## config.mk

```make
export PLATFORM = sky130hd
export DESIGN_NAME = gb5_cell
export DESIGN_NICKNAME = d
export VERILOG_FILES = /design/src/design/gb5_pkg.sv /design/src/design/gb5_cell.sv
export SDC_FILE = /design/constraint.sdc
export NUM_CORES = 1
export LEC_CHECK = 0
export ABC_CLOCK_PERIOD_IN_PS = 4100
export BUFFER_PORTS_ARGS = -buffer_cell sky130_fd_sc_hd__buf_4
export CORE_AREA = 2 2 66 74
export DETAILED_ROUTE_END_ITERATION = 6
export DIE_AREA = 0 0 68 76
export GPL_TIMING_DRIVEN = 0
export PLACE_DENSITY = 0.83
export SLEW_MARGIN = 20
export SYNTH_ARGS = -nofsm -noshare
export SYNTH_HDL_FRONTEND = slang
export SYNTH_SLANG_ARGS = --single-unit
```

## constraint.sdc

```tcl
create_clock -name clk -period 4.1 [get_ports clk]
set_input_delay 0.41 -clock clk [delete_from_list [all_inputs] [get_ports clk]]
set_output_delay 0.41 -clock clk [all_outputs]
set_load 0.05 [all_outputs]
```

## src/design/gb5_pkg.sv

```systemverilog
// Shared types and constants for the 5x5 binomial blur core.
package gb5_pkg;

  localparam int PIX_W         = 8;
  localparam int LINES         = 4;
  localparam int WIN           = 5;
  localparam int DEF_MAX_WIDTH = 512;

  localparam int IMG_W_W    = 10;
  localparam int IMG_H_W    = 12;
  localparam int CFG_IDX_W  = 2;
  localparam int CFG_DATA_W = 12;
  localparam int CMP_W      = 13;

  localparam logic [IMG_W_W-1:0] IMG_W_RESET = IMG_W_W'(320);
  localparam logic [IMG_H_W-1:0] IMG_H_RESET = IMG_H_W'(320);
  localparam logic [CMP_W-1:0]   MIN_DIM     = CMP_W'(5);

  localparam logic [CFG_IDX_W-1:0] REG_IMAGE_WIDTH  = 2'd0;
  localparam logic [CFG_IDX_W-1:0] REG_IMAGE_HEIGHT = 2'd1;

  // Column sum of 1,4,6,4,1 over 8-bit pixels is at most 4080.
  localparam int VSUM_W   = 12;
  localparam int WEIGHT_W = 3;
  // Full weighted sum is at most 255 * 256 = 65280.
  localparam int PSUM_W   = 16;

  localparam logic [WEIGHT_W-1:0] TAP_WEIGHT [WIN] = '{3'd1, 3'd4, 3'd6, 3'd4, 3'd1};

  localparam int OFIFO_DEPTH = 4;
  localparam int OFIFO_PTR_W = $clog2(OFIFO_DEPTH);
  localparam int OFIFO_CNT_W = $clog2(OFIFO_DEPTH + 1);

  typedef struct packed {
    logic [PIX_W-1:0] filtered_pixel;
    logic             frame_last;
  } res_t;

endpackage

```

## src/design/gb5_cell.sv

```systemverilog
// One window column: holds its vertical sum and adds its weighted share to the running sum.
module gb5_cell
  import gb5_pkg::*;
(
  input  logic                clk,
  input  logic                rst,
  input  logic                shift,
  input  logic [VSUM_W-1:0]   col_in,
  input  logic [WEIGHT_W-1:0] weight,
  input  logic [PSUM_W-1:0]   psum_in,
  output logic [VSUM_W-1:0]   col_out,
  output logic [PSUM_W-1:0]   psum_out
);

  logic [VSUM_W-1:0] col_sum;

  always_ff @(posedge clk) begin
    if (rst) begin
      col_sum <= '0;
    end else if (shift) begin
      col_sum <= col_in;
    end
  end

  assign col_out  = col_sum;
  // The product of a column sum and the centre weight needs 15 bits, so widen before multiplying.
  assign psum_out = psum_in + PSUM_W'(col_sum) * PSUM_W'(weight);

endmodule

```

==> results.cfg, run 1 <==
[outcome]
status = finished clean

[cts]
cts_root_buf = clkbuf_8
cts_inserted_buffers = 3
ctsHtreeMaxLevel = 1
clk_latency_ps = 240
clk_pin_slew_ps = 50
cts_hold_buf = 0
clock_path_buffers = 2
cts_tree = yes
clock-sinks = 12

[worst_setup_path]
path_cells = buf_4 > clkbuf_2 > and2_1 > fa_1 > inv_1 > fa_1 > inv_1 > ha_2 > a21oi_4 > a21boi_1 > o41ai_2 > xnor2_2 > buf_4
worst_setup_path_start_kind = primary input
path_delay_family = adder cells
crit_start = weight[2]
max_stage_delay_ps = 540
r2r_cells = 2
cp_max_fo = 10
crit_slowest_cell = fa_1
r2r_slack_ps = 3410
worstPathRequired_ps = 3690
crit_buf_inv = 5
r2r-start = col_out[1]
r2r-end = col_out[1]
crit_type = in -> out
arrival_ps = 3540
critPathCaptureType = primary output

[global_routing]
grt-ovfl-total = 0
antenna_found_initial = 0
grt_util_all_layers_pct = 17.9
grt_pass1_vias = 1746
grt_max_degree = 11
grt_pass1_wl_um = 7360

[timing]
tightestPinTransition_ps = 402
hold_viol_final = 0
slew_violations = 0
post-route-min-period_ps = 3950
setup_ws_ps = 149
max_freq_mhz = 253
fin_skew_ps = 0
slew_headroom_pct = 73.2
setup_viol = 0
holdWs_ps = 340
period_share_pct = 96.4

[power_and_ir_drop]
leakage_nw = 1.48
powerDensity_nw_per_um2 = 314
peakVddDrop_v = 0.000193

[route]
routed_wl_um = 4290
ant_nets = 0
avgRoutedWirePerCell_um = 11.3
via_count = 1843
drtPass1Iterations = 4
drc = 0
drt_iter0_drc = 69
via_per_inst = 4.86

[hold_path]
hold_depth = 2
hold_class = in -> reg
whs_endpoint = col_out[5]
hp-start = rst

[finish]
n_antenna_cell = 0
largest_reg_flops = 12
fin_cells = 379
area_delta_synth_final_pct = 28.6
drive_gt1_share_pct = 27.2
fin_nets = 399

[logic_synthesis]
synth_fa_ha_area_share_pct = 32.2
post_synth.cell_area_avg_um2 = 8.22
yosys.area_share.xor_xnor_pct = 4.52
synth-compound-area-share_pct = 11.6
syn-cell-area_um2 = 2130
yosys.area.top_type = fa_1
synthSimpleGateAreaFrac_pct = 20.8
synth_edf_count = 0
ys_seq_area_share_pct = 11.3
synthCells = 259
yosysUniqueCellTypes = 42
synth_top_area_share_pct = 21.6
yosys-top-cells-area = fa_1, dfxtp_1, inv_1
muxShareOfSynthArea_pct = 6.17
ys_ff_latch = 12
async_reset_ff_share_pct = 0
synth_top_family_by_area = adder cells
yosysWarnings = 0
synthesis.nets = 334
synthFlopType = dfxtp_1

[die]
coreArea_um2 = 4490
ios = 62
dieArea_um2 = 5170
rows = 26
start_util_pct = 47.4
die_h_um = 76
dieWidth_um = 68

[job]
maxCapViolCount = 0

[placement]
portBuffers = 61
gp_congestion = 0.871
dp_slack_ps = 74.2
place_inst = 376
dp_hpwl_um = 3740
## routing by layer
metal  vias up  GRT usage (%)  share of wire (%)
li1        936              -                  -
met1       867           23.6                 42
met2        34           30.8                 54
met3         6          0.886                2.7
met4         0           5.40                1.2
met5         -              0                  0
## report_power, final
part | internal, mW | total, mW | switching [mW]
combinational | 0.219 | 0.602 | 0.383
clock | 0.0847 | 0.126 | 0.0417
sequential | 0.124 | 0.132 | 0.00830
total | 0.428 | 0.861 | 0.433
## worst register-to-register path, stage by stage (launching register included)
cell     delay (ps)
dfxtp_1         340
mux2i_1         160
nor2_1           60
## how the worst max path moves through the flow
| stage | cells past startpoint | to | slack [ps] |
|---|---|---|---|
| 5_1_grt | 13 | psum_out[9] | -7 |
| 4_1_cts | 14 | psum_out[12] | 70 |
| 3_3_place_gp | 14 | psum_out[12] | 100 |
| 3_5_place_dp | 14 | psum_out[12] | 70 |
| 2_1_floorplan | 9 | psum_out[7] | -20 |
| 6_report | 13 | psum_out[9] | 150 |
## cells by family after synthesis
group,Yosys count
multiplexers,13
AO/OA/AOI/OAI,30
flip-flops,12
AND/OR/NAND/NOR,82
buffers and inverters,70
XOR/XNOR,11
adder cells (fa/ha/maj),41
## synthesized netlist by cell type, drive strengths merged, types with 2 or more instances
library cell  instances
a21o                  7
a21oi                 9
and2                 32
buf                   3
clkbuf                5
dfxtp                12
fa                   23
ha                   18
inv                  62
mux2i                12
nand2                10
nand3                 6
nor2                 24
nor2b                 2
nor3                  4
o211ai                3
o21ai                 2
xnor2                 8
xor2                  3
## cell type report
type / instances / area (um2)
fillers: 426 / 1750
multi-input cells: 177 / 1630
flip-flops and latches: 12 / 240
repair buffers: 62 / 465
well taps: 56 / 70.1
plain buffers: 6 / 46.3
inverters: 62 / 233
clock buffers: 4 / 55.1
## what timing repair did
item                       4_1_cts  5_1_grt
setup endpoints to repair        0        6
resized for setup                0        6
buffers inserted                 0        1
## metrics by stage
step           cell area (um2)  utilization (%)  power, mW  setup TNS, ps
2_1_floorplan             2140                -      0.578          -15.9
6_report                  2740             61.0      0.861              0
3_5_place_dp              2670             59.4      0.732              0
3_3_place_gp              2670             59.4      0.721              0
4_1_cts                   2720             60.6      0.860              0
5_1_grt                   2740             61.0      0.920          -6.97
## layout by cell type (no fill, tap or decap), types with 2 or more instances in the layout
master	count
a21oi_4	2
nor2_1	21
nand2_1	9
buf_4	63
mux2i_1	12
dfxtp_1	12
inv_1	62
ha_2	2
o211ai_1	2
ha_1	16
xor2_1	3
nor3_1	4
nor2_2	2
and2_1	32
clkbuf_8	5
nand3_1	6
xnor2_1	7
a21o_1	7
fa_1	23
nor2b_1	2
a21oi_1	7
No activity file was read; power rests on OpenSTA's default activity.
==> inputs of run 2 (changes only) <==
--- a/config.mk
+++ b/config.mk
@@ -5,7 +5,7 @@
 export SDC_FILE = /design/constraint.sdc
 export NUM_CORES = 1
 export LEC_CHECK = 0
-export ABC_CLOCK_PERIOD_IN_PS = 4100
+export ABC_CLOCK_PERIOD_IN_PS = 4900
 export BUFFER_PORTS_ARGS = -buffer_cell sky130_fd_sc_hd__buf_4
 export CORE_AREA = 2 2 66 74
 export DETAILED_ROUTE_END_ITERATION = 6
==> constraint.sdc (replaced) <==
create_clock -name clk -period 4.9 [get_ports clk]
set_input_delay 0.49 -clock clk [delete_from_list [all_inputs] [get_ports clk]]
set_output_delay 0.49 -clock clk [all_outputs]
set_load 0.05 [all_outputs]
==> run 2 against run 1 <==
Non-clock buffer count up 1. Worst hold slack better by 91 ps. Clock power down 19%. Largest power group unchanged.
==> results.cfg, run 2 (same netlist as run 1, synthesis figures left out) <==
[route]
avgRoutedWirePerCell_um = 11.4
drt_iter0_drc = 88
drtPass1Iterations = 4
via_count = 1823
routed_wl_um = 4340
ant_nets = 0
drc = 0
via_per_inst = 4.80

[worst_setup_path]
r2r_slack_ps = 4230
worstPathRequired_ps = 4410
arrival_ps = 3730
critPathCaptureType = primary output
max_stage_delay_ps = 550
crit_slowest_cell = fa_1
worst_setup_path_start_kind = primary input
cp_max_fo = 10
path_cells = buf_4 > clkbuf_1 > and2_1 > fa_1 > inv_1 > fa_1 > inv_1 > ha_1 > a21oi_2 > nand2_2 > o2111ai_1 > nand3_1 > xor2_1 > buf_4
crit_type = in -> out

[timing]
slew_headroom_pct = 72.1
setup_ws_ps = 681
finalSetupTns_ps = 0
post-route-min-period_ps = 4220
fin_skew_ps = 0
max_freq_mhz = 237
setup_viol = 0
rsz0062_at_grt = false
period_share_pct = 86.1
hold_viol_final = 0
slew_violations = 0
tightestPinTransition_ps = 418

[placement]
place_area_um2 = 2660
place_inst = 376
dp_slack_ps = 668
portBuffers = 61
dp_hpwl_um = 3860
gp_congestion = 0.825

[power_and_ir_drop]
p_total_uw = 710
powerDensity_nw_per_um2 = 262
peakVddDrop_v = 0.000173
leakage_nw = 1.47

[cts]
cts_hold_buf = 0
cts_root_buf = clkbuf_8
clock-sinks = 12
cts_resized = 0
clk_latency_ps = 230
clk_pin_slew_ps = 50
post_cts_buffers = 0
ctsHtreeMaxLevel = 1
cts_inserted_buffers = 3
cts_tree = yes
clock_path_buffers = 2

[global_routing]
grt_max_degree = 11
grt_util_all_layers_pct = 17.9
grt_pass1_wl_um = 7420
grt-ovfl-total = 0
antenna_found_initial = 0
grt_pass1_vias = 1796

[finish]
layout_common_cells = inv_1, buf_4, and2_1, fa_1, nor2_1
largest_reg_flops = 12
area_delta_synth_final_pct = 27.4
fin_nets = 400
n_antenna_cell = 0
fin_cells = 380
design_area_um2 = 2710
drive_gt1_share_pct = 25.6

[die]
die_h_um = 76
dieArea_um2 = 5170
start_util_pct = 47.4
ios = 62
dieWidth_um = 68
coreArea_um2 = 4490
rows = 26

[outcome]
status = finished clean

[job]
maxCapViolCount = 0

[hold_path]
hold_class = in -> reg
-- run 2: path summary, 6_finish.rpt --
path / start / end / cells past startpoint
worst max-delay path: weight[2] / psum_out[14] / 14
worst min-delay path: rst / col_out[5] / 2
worst max register to register: col_out[6] / col_out[6] / 2
worst min register to register: col_out[8] / col_out[8] / 2
-- run 2: layout make-up --
cell class	count	area (um2)
Clock buffer	4	55.1
Buffer	8	52.6
Fill cell	425	1780
Tap cell	56	70.1
Sequential cell	12	240
Inverter	62	233
Timing Repair Buffer	61	458
Multi-Input combinational cell	177	1600
-- run 2: per-stage QoR --
step                      utilization [%]  hold WS, ps
final                                60.4          431
after global routing                 60.4          423
after CTS                            60.4          427
after detailed placement             59.2          549
after global placement               59.2          544
after floorplan                         -          562
-- run 2: layer usage --
metal	share of wire [%]	up-vias	routed length, um	global-route usage (%)
li1	-	933	-	-
met1	42	856	1830	22.5
met2	54	28	2360	31.9
met3	2.2	6	96	1.03
met4	1.1	0	46	5.20
met5	0	-	0	0
-- run 2: worst max-delay path, delay by kind of cell --
family,cells,cell delay (ps)
compound gates,2,560
xor+xnor,1,150
fa+ha+maj,3,1420
buf+inv,5,610
simple gates,3,500
-- run 2: where the power goes --
group          switching, mW  internal (mW)  total [mW]  leakage (nW)
registers            0.00689          0.104       0.111        0.0991
clock network         0.0313         0.0705       0.102        0.0288
logic                  0.317          0.180       0.498          1.34
