==> src/design/gb5_pkg.sv <==
// Shared types and constants for the 5x5 binomial blur core.
package gb5_pkg;

  localparam int PIX_W         = 8;
  localparam int LINES         = 4;
  localparam int WIN           = 5;
  localparam int DEF_MAX_WIDTH = 512;

  localparam int IMG_W_W    = 10;
  localparam int IMG_H_W    = 12;
  localparam int CFG_IDX_W  = 2;
  localparam int CFG_DATA_W = 12;
  localparam int CMP_W      = 13;

  localparam logic [IMG_W_W-1:0] IMG_W_RESET = IMG_W_W'(320);
  localparam logic [IMG_H_W-1:0] IMG_H_RESET = IMG_H_W'(320);
  localparam logic [CMP_W-1:0]   MIN_DIM     = CMP_W'(5);

  localparam logic [CFG_IDX_W-1:0] REG_IMAGE_WIDTH  = 2'd0;
  localparam logic [CFG_IDX_W-1:0] REG_IMAGE_HEIGHT = 2'd1;

  // Column sum of 1,4,6,4,1 over 8-bit pixels is at most 4080.
  localparam int VSUM_W   = 12;
  localparam int WEIGHT_W = 3;
  // Full weighted sum is at most 255 * 256 = 65280.
  localparam int PSUM_W   = 16;

  localparam logic [WEIGHT_W-1:0] TAP_WEIGHT [WIN] = '{3'd1, 3'd4, 3'd6, 3'd4, 3'd1};

  localparam int OFIFO_DEPTH = 4;
  localparam int OFIFO_PTR_W = $clog2(OFIFO_DEPTH);
  localparam int OFIFO_CNT_W = $clog2(OFIFO_DEPTH + 1);

  typedef struct packed {
    logic [PIX_W-1:0] filtered_pixel;
    logic             frame_last;
  } res_t;

endpackage

==> src/design/gb5_ofifo.sv <==
// Small output queue that decouples the result stream from the pipeline.
module gb5_ofifo
  import gb5_pkg::*;
(
  input  logic                   clk,
  input  logic                   rst,
  input  logic                   push,
  input  res_t                   push_data,
  input  logic                   pop,
  output res_t                   head,
  output logic [OFIFO_CNT_W-1:0] count
);

  res_t                   entry [OFIFO_DEPTH];
  logic [OFIFO_PTR_W-1:0] wr_ptr;
  logic [OFIFO_PTR_W-1:0] rd_ptr;

  always_ff @(posedge clk) begin
    if (push) begin
      entry[wr_ptr] <= push_data;
    end
  end

  always_ff @(posedge clk) begin
    if (rst) begin
      wr_ptr <= '0;
      rd_ptr <= '0;
      count  <= '0;
    end else begin
      if (push) begin
        wr_ptr <= wr_ptr + OFIFO_PTR_W'(1);
      end
      if (pop) begin
        rd_ptr <= rd_ptr + OFIFO_PTR_W'(1);
      end
      count <= count + OFIFO_CNT_W'(push) - OFIFO_CNT_W'(pop);
    end
  end

  assign head = entry[rd_ptr];

endmodule
==> config.mk <==
export PLATFORM = sky130hd
export DESIGN_NAME = gb5_ofifo
export DESIGN_NICKNAME = d
export VERILOG_FILES = /design/src/design/gb5_pkg.sv /design/src/design/gb5_ofifo.sv
export SDC_FILE = /design/constraint.sdc
export NUM_CORES = 1
export LEC_CHECK = 0
export BUFFER_PORTS_ARGS = -buffer_cell sky130_fd_sc_hd__buf_2
export CAP_MARGIN = 10
export CELL_PAD_IN_SITES_DETAIL_PLACEMENT = 1
export CELL_PAD_IN_SITES_GLOBAL_PLACEMENT = 2
export CORE_ASPECT_RATIO = 0.6
export CORE_MARGIN = 3
export CORE_UTILIZATION = 44
export CTS_BUF_LIST = sky130_fd_sc_hd__clkbuf_4 sky130_fd_sc_hd__clkbuf_8 sky130_fd_sc_hd__clkbuf_16
export CTS_CLUSTER_DIAMETER = 150
export DETAILED_ROUTE_END_ITERATION = 16
export PLACE_DENSITY = 0.9
export SKIP_LAST_GASP = 1
export SYNTH_ARGS = -nofsm -noshare
export SYNTH_HDL_FRONTEND = slang
export SYNTH_SLANG_ARGS = --single-unit
==> constraint.sdc <==
create_clock -name clk -period 3.02 [get_ports clk]
set_clock_uncertainty 0.15 [all_clocks]
set_input_delay 0.453 -clock clk [delete_from_list [all_inputs] [get_ports clk]]
set_output_delay 0.453 -clock clk [all_outputs]
set_load 0.01 [all_outputs]
==> impl_metrics.yaml, run 1 <==
status:
  status: "complete, no violations"
hold_path:
  hp-class: "in -> reg"
floorplan:
  num_rows: 16
  initial_utilization_pct: 49.3
  dieArea_um2: 4740
  coreArea_um2: 3500
  die_w_um: 86.9
  die_y_um: 54.5
  io_pins: 25
power:
  power_mw: 1.36
  power.share.combinational_pct: 12.7
  ir_worst_vdd_uv: 419
  p_leak_nw: 0.740
  clkPwrFrac_pct: 33.1
  switching_share_pct: 22.2
  power_density_nw_per_um2: 681
  intPower_mw: 1.06
  seqPwrFrac_pct: 54.1
  switchingPower_mw: 0.303
finish:
  fin_cells: 162
  final_cell_area_um2: 2000
  final_common_cell: "edfxtp_1"
  mostFrequentLayoutCells: "36 x edfxtp_1, 24 x buf_2, 9 x mux4_2, 9 x dfxtp_1"
  syn2layout_area_growth_pct: 15.9
  nFillCells: 332
  drive_gt1_share_pct: 35.9
  postLayoutCoreUtil_pct: 57.2
  num_antenna_cells: 0
  final_net_count: 136
worst_setup_path:
  cpPeakStageDelay_ns: 0.72
  end_kind: "output port"
  path_class: "reg -> out"
  path_cells: "mux4_2, buf_2"
  cpLargestDelayFamily: "flip-flops"
  crit_fanout: 9
  cp.arrival_ns: 1.76
  critPathLaunchType: "register"
  worst_path_max_delay_cell: "dfxtp_1"
  cp_num_buf_inv: 1
  cp.required_ns: 2.42
drt:
  drtPass1Iterations: 4
  antenna_left: 0
  vias_per_cell: 5.20
  drt_iter0_drc: 57
  routed_wl_um: 3200
  num_vias: 842
  wl_per_cell_um: 19.7
  drcViolationCount: 0
clock_network:
  clock_latency_ns: 0.29
  cts_hold_buf: 0
  cts.sink_count: 45
  cts-resized-gates: 0
  cts.path.max_buffers: 2
  cts_root_buffer: "clkbuf_8"
  cts_buffers: 5
  cts_tree: "yes"
  htree_levels: 2
  post_cts_buffers: 0
  clk_pin_slew_ns: 0.09
timing:
  setup_viol: 0
  final_max_slew_viol_count: 0
  worstMarginPinSlew_ns: 0.608
  fin_hold_ws_ns: 0.228
  max_freq_mhz: 423
  setup_tns_ns: 0
  final_hold_viol_count: 0
  fin_crit_sh_pct: 78.3
  finalWorstSetupSlack_ns: 0.655
  fin_crit_ns: 2.37
  rsz0062_at_grt: "false"
  slew_headroom_pct: 59.4
synthesis:
  ys_warn_count: 0
  synthCells: 87
  synth_top_area_share_pct: 62.6
  synthDistinctLibCells: 17
  ys_seq_elements: 45
  ys_seq_area_share_pct: 73.0
  synth_top_area_cell: "edfxtp_1"
  synth.area.top_cells: "edfxtp_1 63%, mux4_2 12%, dfxtp_1 10%"
  synth_nets: 107
  syn_area_um2: 1730
  syn_area_per_cell_um2: 19.9
placed_design:
  port_buffers: 24
  place_inst: 154
  gp_congestion: 0.692
  dp_hpwl_um: 2370
  place_ws_ns: 0.850
  placed_area_um2: 1890
global_routing:
  grt_max_degree: 15
  grt_pass1_vias: 956
  track_usage_pct: 15.6
  overflow: 0
  grt_pass1_wl_um: 5030
  antenna_found_initial: 0
job:
  maxCapViolCount: 0
## power by group through the flow
| stage | clock network, mW | registers, mW | logic, mW |
|---|---|---|---|
| 3_3_place_gp | 0 | 0.750 | 0.165 |
| 5_1_grt | 0.488 | 0.745 | 0.194 |
| 2_1_floorplan | 0 | 0.744 | 0.116 |
| 6_report | 0.452 | 0.739 | 0.174 |
| 3_5_place_dp | 0 | 0.754 | 0.178 |
| 4_1_cts | 0.462 | 0.740 | 0.178 |
## worst reg2reg max path, cell delays in order, from the launching register on
cell and delay [ns]:
dfxtp_1 0.33, inv_1 0.04, ha_1 0.26, inv_1 0.05, ha_1 0.19, fa_1 0.38, xor3_1 0.36, nor2_1 0.08
## metal layers
layer  routed length, um  global-route usage, %  vias up
li1                    -                      -      384
met1                1350                   17.6      440
met2                1700                   29.0       16
met3                 128                   4.06        2
met4                  24                   6.22        0
met5                   0                      0        -
## cell type report
cell class | instances | area (um2) | share of cell area (%)
clock inverters | 2 | 38.8 | 1.94
multi-input cells | 34 | 428 | 21.4
inverters | 6 | 22.5 | 1.12
repair buffers | 24 | 120 | 6.00
well taps | 45 | 56.3 | 2.81
flip-flops and latches | 45 | 1260 | 63.0
clock buffers | 6 | 76.3 | 3.81
## synth_stat cells
cell	instances
a21bo_2	1
a21oi_1	1
and2_1	4
buf_6	1
clkbuf_2	1
dfxtp_1	9
edfxtp_1	36
fa_1	1
ha_1	6
inv_1	6
mux2i_1	1
mux4_2	9
nand3b_1	1
nor2_1	5
nor2b_1	2
xnor2_1	2
xor3_1	1
## worst paths after layout
path / startpoint / to / slack, ns / cells after the start
worst min-delay path: push_data[4] / entry[0][4] / 0.23 / 1
worst max register to register: count[0] / count[2] / 1.11 / 7
worst min register to register: wr_ptr[1] / wr_ptr[1] / 0.41 / 2
worst max-delay path: register / head[3] / 0.65 / 2
## logic make-up (layout without fill, tap and decap cells)
logic type                 count (synthesis)  count (layout)  synth area share (%)
and+or+nand+nor                           12              12                  3.69
xor gates and xnor gates                   3               3                  2.39
adders and majority gates                  7               7                  5.50
muxes                                     10              10                  12.3
AOI/OAI and AO/OA                          2               2                 0.869
buffers and inverters                      8              38                  2.24
DFF                                       45              45                  73.0
## flip-flops by register name, summed over array words and instances, names as in the netlist, named ones only
name,count
count,3
entry,36
rd_ptr,2
wr_ptr,2
Power figures use the tool's default switching activity.
==> run 2, diff against run 1 <==
--- a/config.mk
+++ b/config.mk
@@ -11,11 +11,11 @@
 export CELL_PAD_IN_SITES_GLOBAL_PLACEMENT = 2
 export CORE_ASPECT_RATIO = 0.6
 export CORE_MARGIN = 3
-export CORE_UTILIZATION = 44
+export CORE_UTILIZATION = 41
 export CTS_BUF_LIST = sky130_fd_sc_hd__clkbuf_4 sky130_fd_sc_hd__clkbuf_8 sky130_fd_sc_hd__clkbuf_16
 export CTS_CLUSTER_DIAMETER = 150
 export DETAILED_ROUTE_END_ITERATION = 16
-export PLACE_DENSITY = 0.9
+export PLACE_DENSITY = 0.85
 export SKIP_LAST_GASP = 1
 export SYNTH_ARGS = -nofsm -noshare
 export SYNTH_HDL_FRONTEND = slang
==> constraint.sdc (replaced) <==
create_clock -name clk -period 2.3 [get_ports clk]
set_clock_uncertainty 0.15 [all_clocks]
set_input_delay 0.345 -clock clk [delete_from_list [all_inputs] [get_ports clk]]
set_output_delay 0.345 -clock clk [all_outputs]
set_load 0.01 [all_outputs]
==> run 2 against run 1 <==
Compared with the run above: non-clock buffer count increased by 2; utilization fell by 4.4 points; count of clock-buffer cells in the layout decreased by 1; register-to-register slack got worse by 0.69 ns; die area grew 6.7%; worst hold slack lost 0.11 ns; cell count up 8.6%; cell area is 1.5% higher; largest power group unchanged; wire length is 14% lower.
==> impl_metrics.yaml, run 2 (synthesis results as in run 1) <==
placed_design:
  dp_hpwl_um: 1990
  place_inst: 168
  port_buffers: 24
  gp_congestion: 0.665
  place_ws_ns: 0.273
finish:
  final_common_cell: "edfxtp_1"
  reg.largest.list: "entry x36, count x3"
  postLayoutCoreUtil_pct: 52.8
  nFillCells: 366
  mostFrequentLayoutCells: "36 x edfxtp_1, 24 x buf_2, 9 x mux4_2, 9 x dfxtp_1"
  syn2layout_area_growth_pct: 17.7
  drive_gt1_share_pct: 37.0
  fin_cells: 176
  largest_reg_flops: 36
  regMostFlops: "entry"
  final_net_count: 138
  seqCellArea_um2: 1260
  multi_input_area_um2: 428
  num_antenna_cells: 0
worst_setup_path:
  reg2reg_slack_ns: 0.42
  ff2ff_path_depth: 7
  crit_fanout: 5
  cp.required_ns: 1.80
  path_class: "reg -> out"
  timing.rr.end: "count[2]"
  cp.arrival_ns: 1.46
  end_kind: "output port"
  critPathLaunchType: "register"
  r2r-start: "count[0]"
clock_network:
  cts_tree: "yes"
  htree_levels: 2
  post_cts_buffers: 0
  cts.path.max_buffers: 2
  cts_hold_buf: 0
  clk_pin_slew_ns: 0.09
  cts_buffers: 5
  clock_latency_ns: 0.28
  cts-resized-gates: 0
  cts.sink_count: 45
  cts_root_buffer: "clkbuf_8"
global_routing:
  track_usage_pct: 11.8
  grt_pass1_wl_um: 4450
  overflow: 0
  grt_pass1_vias: 939
  grt_max_degree: 16
  antenna_found_initial: 0
timing:
  rsz0062_at_grt: "false"
  slew_headroom_pct: 65.7
  final_hold_viol_count: 0
  worstMarginPinSlew_ns: 0.514
  max_freq_mhz: 512
  final_max_slew_viol_count: 0
  finalWorstSetupSlack_ns: 0.346
  setup_tns_ns: 0
  setup_viol: 0
  fin_crit_ns: 1.95
  fin_crit_sh_pct: 85.0
power:
  p_leak_nw: 0.745
  power_density_nw_per_um2: 874
  ir_worst_vdd_uv: 361
floorplan:
  num_rows: 17
  die_y_um: 56.3
  io_pins: 25
  dieArea_um2: 5050
  initial_utilization_pct: 44.9
  coreArea_um2: 3850
  die_w_um: 89.8
hold_path:
  hp-class: "in -> reg"
  min_path_cells: 1
  hold-path-endpoint: "entry[0][1]"
  hp-start: "push_data[1]"
drt:
  drtPass1Iterations: 4
  drt_iter0_drc: 35
  wl_per_cell_um: 15.6
  num_vias: 820
  drcViolationCount: 0
  antenna_left: 0
  routed_wl_um: 2750
  vias_per_cell: 4.66
job:
  maxCapViolCount: 0
status:
  status: "complete, no violations"
run 2: how the worst max path moves through the flow:
stage / to / slack (ns) / from
after detailed placement: count[2] / 0.27 / pop
after CTS: head[6] / 0.32 / register
after floorplan: count[2] / 0.42 / count[0]
final: head[6] / 0.35 / register
after global routing: head[6] / 0.27 / register
after global placement: count[2] / 0.32 / pop
run 2: critical path: stages (launching register included):
cell	delay (ns)
dfxtp_1	0.34
buf_4	0.17
mux4_2	0.51
buf_2	0.16
run 2: area by class of cell:
type                    count  share of cell area [%]
clock buffers               5                    3.38
well taps                  57                    3.51
multi-input cells          34                    21.0
flip-flops and latches     45                    62.0
inverters                   6                    1.11
clock inverters             3                    2.28
repair buffers             26                    6.65
run 2: metal layers:
metal / GRT usage, % / wire, um / vias to the layer above / part of all wire [%]
met5: 0 / 0 / - / 0
met4: 3.93 / 28 / 0 / 1.0
met3: 4.02 / 121 / 5 / 4.4
met2: 20.2 / 1360 / 15 / 49
met1: 14.3 / 1240 / 409 / 45
li1: - / - / 391 / -
run 2: per-stage QoR:
step,area (um2),power (mW),hold slack (ns)
after detailed placement,1920,1.22,0.398
after CTS,2030,1.80,0.113
final,2030,1.78,0.117
after global placement,1920,1.20,0.382
after global routing,2030,1.86,0.108
after floorplan,1730,1.13,0.267
run 2: power by group:
part           switching, mW  internal (mW)  leakage, nW
Combinational          0.108          0.125        0.286
Clock                  0.258          0.325       0.0543
Sequential            0.0265          0.934        0.405
==> run 3, diff against run 2 <==
==> constraint.sdc (replaced) <==
create_clock -name clk -period 1.9 [get_ports clk]
set_clock_uncertainty 0.15 [all_clocks]
set_input_delay 0.285 -clock clk [delete_from_list [all_inputs] [get_ports clk]]
set_output_delay 0.285 -clock clk [all_outputs]
set_load 0.01 [all_outputs]
==> run 3 against run 2 <==
Compared with the run above: flip-flop and latch count unchanged; total power increased by 23%; via count unchanged; worst setup slack worse by 0.30 ns; sequential power grew 22%; non-clock buffer count up 1; die area did not move; cell area is 2.3% higher; largest cell class unchanged; largest power group unchanged.
==> impl_metrics.yaml, run 3 (synthesis results as in run 1) <==
clock_network:
  htree_levels: 2
  clk_pin_slew_ns: 0.08
  cts.path.max_buffers: 2
  cts_tree: "yes"
  clock_latency_ns: 0.29
  cts_root_buffer: "clkbuf_8"
  cts.sink_count: 45
  cts_buffers: 5
finish:
  final_common_cell: "edfxtp_1"
  nFillCells: 355
  final_net_count: 139
  regMostFlops: "entry"
  num_antenna_cells: 0
  drive_gt1_share_pct: 40.8
  mostFrequentLayoutCells: "36 x edfxtp_1, 20 x buf_2, 9 x mux4_2"
  reg.largest.list: "entry x36, count x3"
  fin_cells: 177
  syn2layout_area_growth_pct: 20.3
  largest_reg_flops: 36
floorplan:
  initial_utilization_pct: 44.9
  coreArea_um2: 3850
  num_rows: 17
  dieArea_um2: 5050
  die_w_um: 89.8
  die_y_um: 56.3
  io_pins: 25
timing:
  fin_crit_ns: 1.86
  worstMarginPinSlew_ns: 0.495
  final_max_slew_viol_count: 0
  slew_headroom_pct: 67.0
  final_hold_viol_count: 0
  rsz0062_at_grt: "true"
  fin_crit_sh_pct: 97.7
  fin_hold_ws_ns: 0.0558
  max_freq_mhz: 538
  setup_viol: 0
drt:
  wl_per_cell_um: 15.6
  vias_per_cell: 4.63
  drtPass1Iterations: 4
  num_vias: 820
  drt_iter0_drc: 18
  drcViolationCount: 0
  antenna_left: 0
  routed_wl_um: 2760
global_routing:
  overflow: 0
  grt_max_degree: 15
  grt_pass1_vias: 935
  antenna_found_initial: 0
  track_usage_pct: 12.4
  grt_pass1_wl_um: 4680
worst_setup_path:
  cp.required_ns: 1.46
  critPathLaunchType: "register"
  end_kind: "output port"
  crit_fanout: 5
  path_class: "reg -> out"
  cp.arrival_ns: 1.42
power:
  ir_worst_vdd_uv: 355
  power_density_nw_per_um2: 1050
  power_mw: 2.19
  p_leak_nw: 0.762
placed_design:
  gp_congestion: 0.707
  port_buffers: 24
  dp_hpwl_um: 1950
  place_inst: 169
job:
  maxCapViolCount: 0
hold_path:
  hp-class: "in -> reg"
status:
  status: "complete, no violations"
## run 3: cell types whose count changed in the layout (fill, tap and decap cells not counted)
| cell | before | now |
|---|---|---|
| fa_1 | 1 | 0 |
| dfxtp_1 | 9 | 6 |
| clkbuf_4 | 0 | 1 |
| clkinvlp_4 | 1 | 0 |
| buf_2 | 24 | 20 |
| dfxtp_2 | 0 | 3 |
| fa_2 | 0 | 1 |
| buf_4 | 2 | 1 |
| buf_6 | 0 | 6 |
## run 3: layout make-up
class	count	area (um2)	share of cell area, %
multi-input cells	34	430	20.7
clock inverters	2	38.8	1.87
repair buffers	27	175	8.42
flip-flops and latches	45	1260	60.8
inverters	6	22.5	1.08
well taps	57	71.3	3.43
clock buffers	6	76.3	3.67
## run 3: per-layer routing
metal  vias to the layer above  part of all wire (%)  global-route usage [%]  routed length (um)
met4                         0                  0.98                    5.24                  27
met5                         -                     0                       0                   0
li1                        388                     -                       -                   -
met1                       413                    45                    14.1                1230
met2                        15                    49                    21.2                1370
met3                         4                   5.0                    4.82                 138
## run 3: final timing paths
path                 from  slack (ns)          end  cells after the start
max              register        0.04      head[8]                      3
min          push_data[0]        0.06  entry[2][0]                      1
min reg2reg     rd_ptr[1]        0.39     register                      2
max reg2reg      count[0]        0.20     count[1]                      6
## run 3: repair_timing
item                                    4_1_cts  5_1_grt
pin swaps                                     0        1
resized for setup                             4        6
buffers inserted                              0        0
hold buffers                                  0        0
endpoints found under the setup margin        8        9
## run 3: report_power, final
group          internal, mW  leakage, nW  switching (mW)
registers              1.13        0.406          0.0350
clock network         0.409       0.0588           0.313
logic                 0.171        0.297           0.132
total                  1.71        0.762           0.480
## run 3: stage by stage
| stage | setup slack (ns) | instance area, um2 | util (%) | setup TNS (ns) |
|---|---|---|---|---|
| final | 0.0429 | 2080 | 54.0 | 0 |
| after global routing | -0.0228 | 2080 | 54.0 | -0.0726 |
| after CTS | 0.00268 | 2050 | 53.2 | 0 |
| after detailed placement | -0.0481 | 1930 | 50.0 | -0.0481 |
| after global placement | 0.0188 | 1930 | 50.0 | 0 |
| after floorplan | 0.0238 | 1730 | - | 0 |
## run 3: critical path, cell delays in order (launching register included)
cell and delay (ns):
dfxtp_2 0.35, buf_6 0.14, mux4_2 0.51, buf_6 0.14
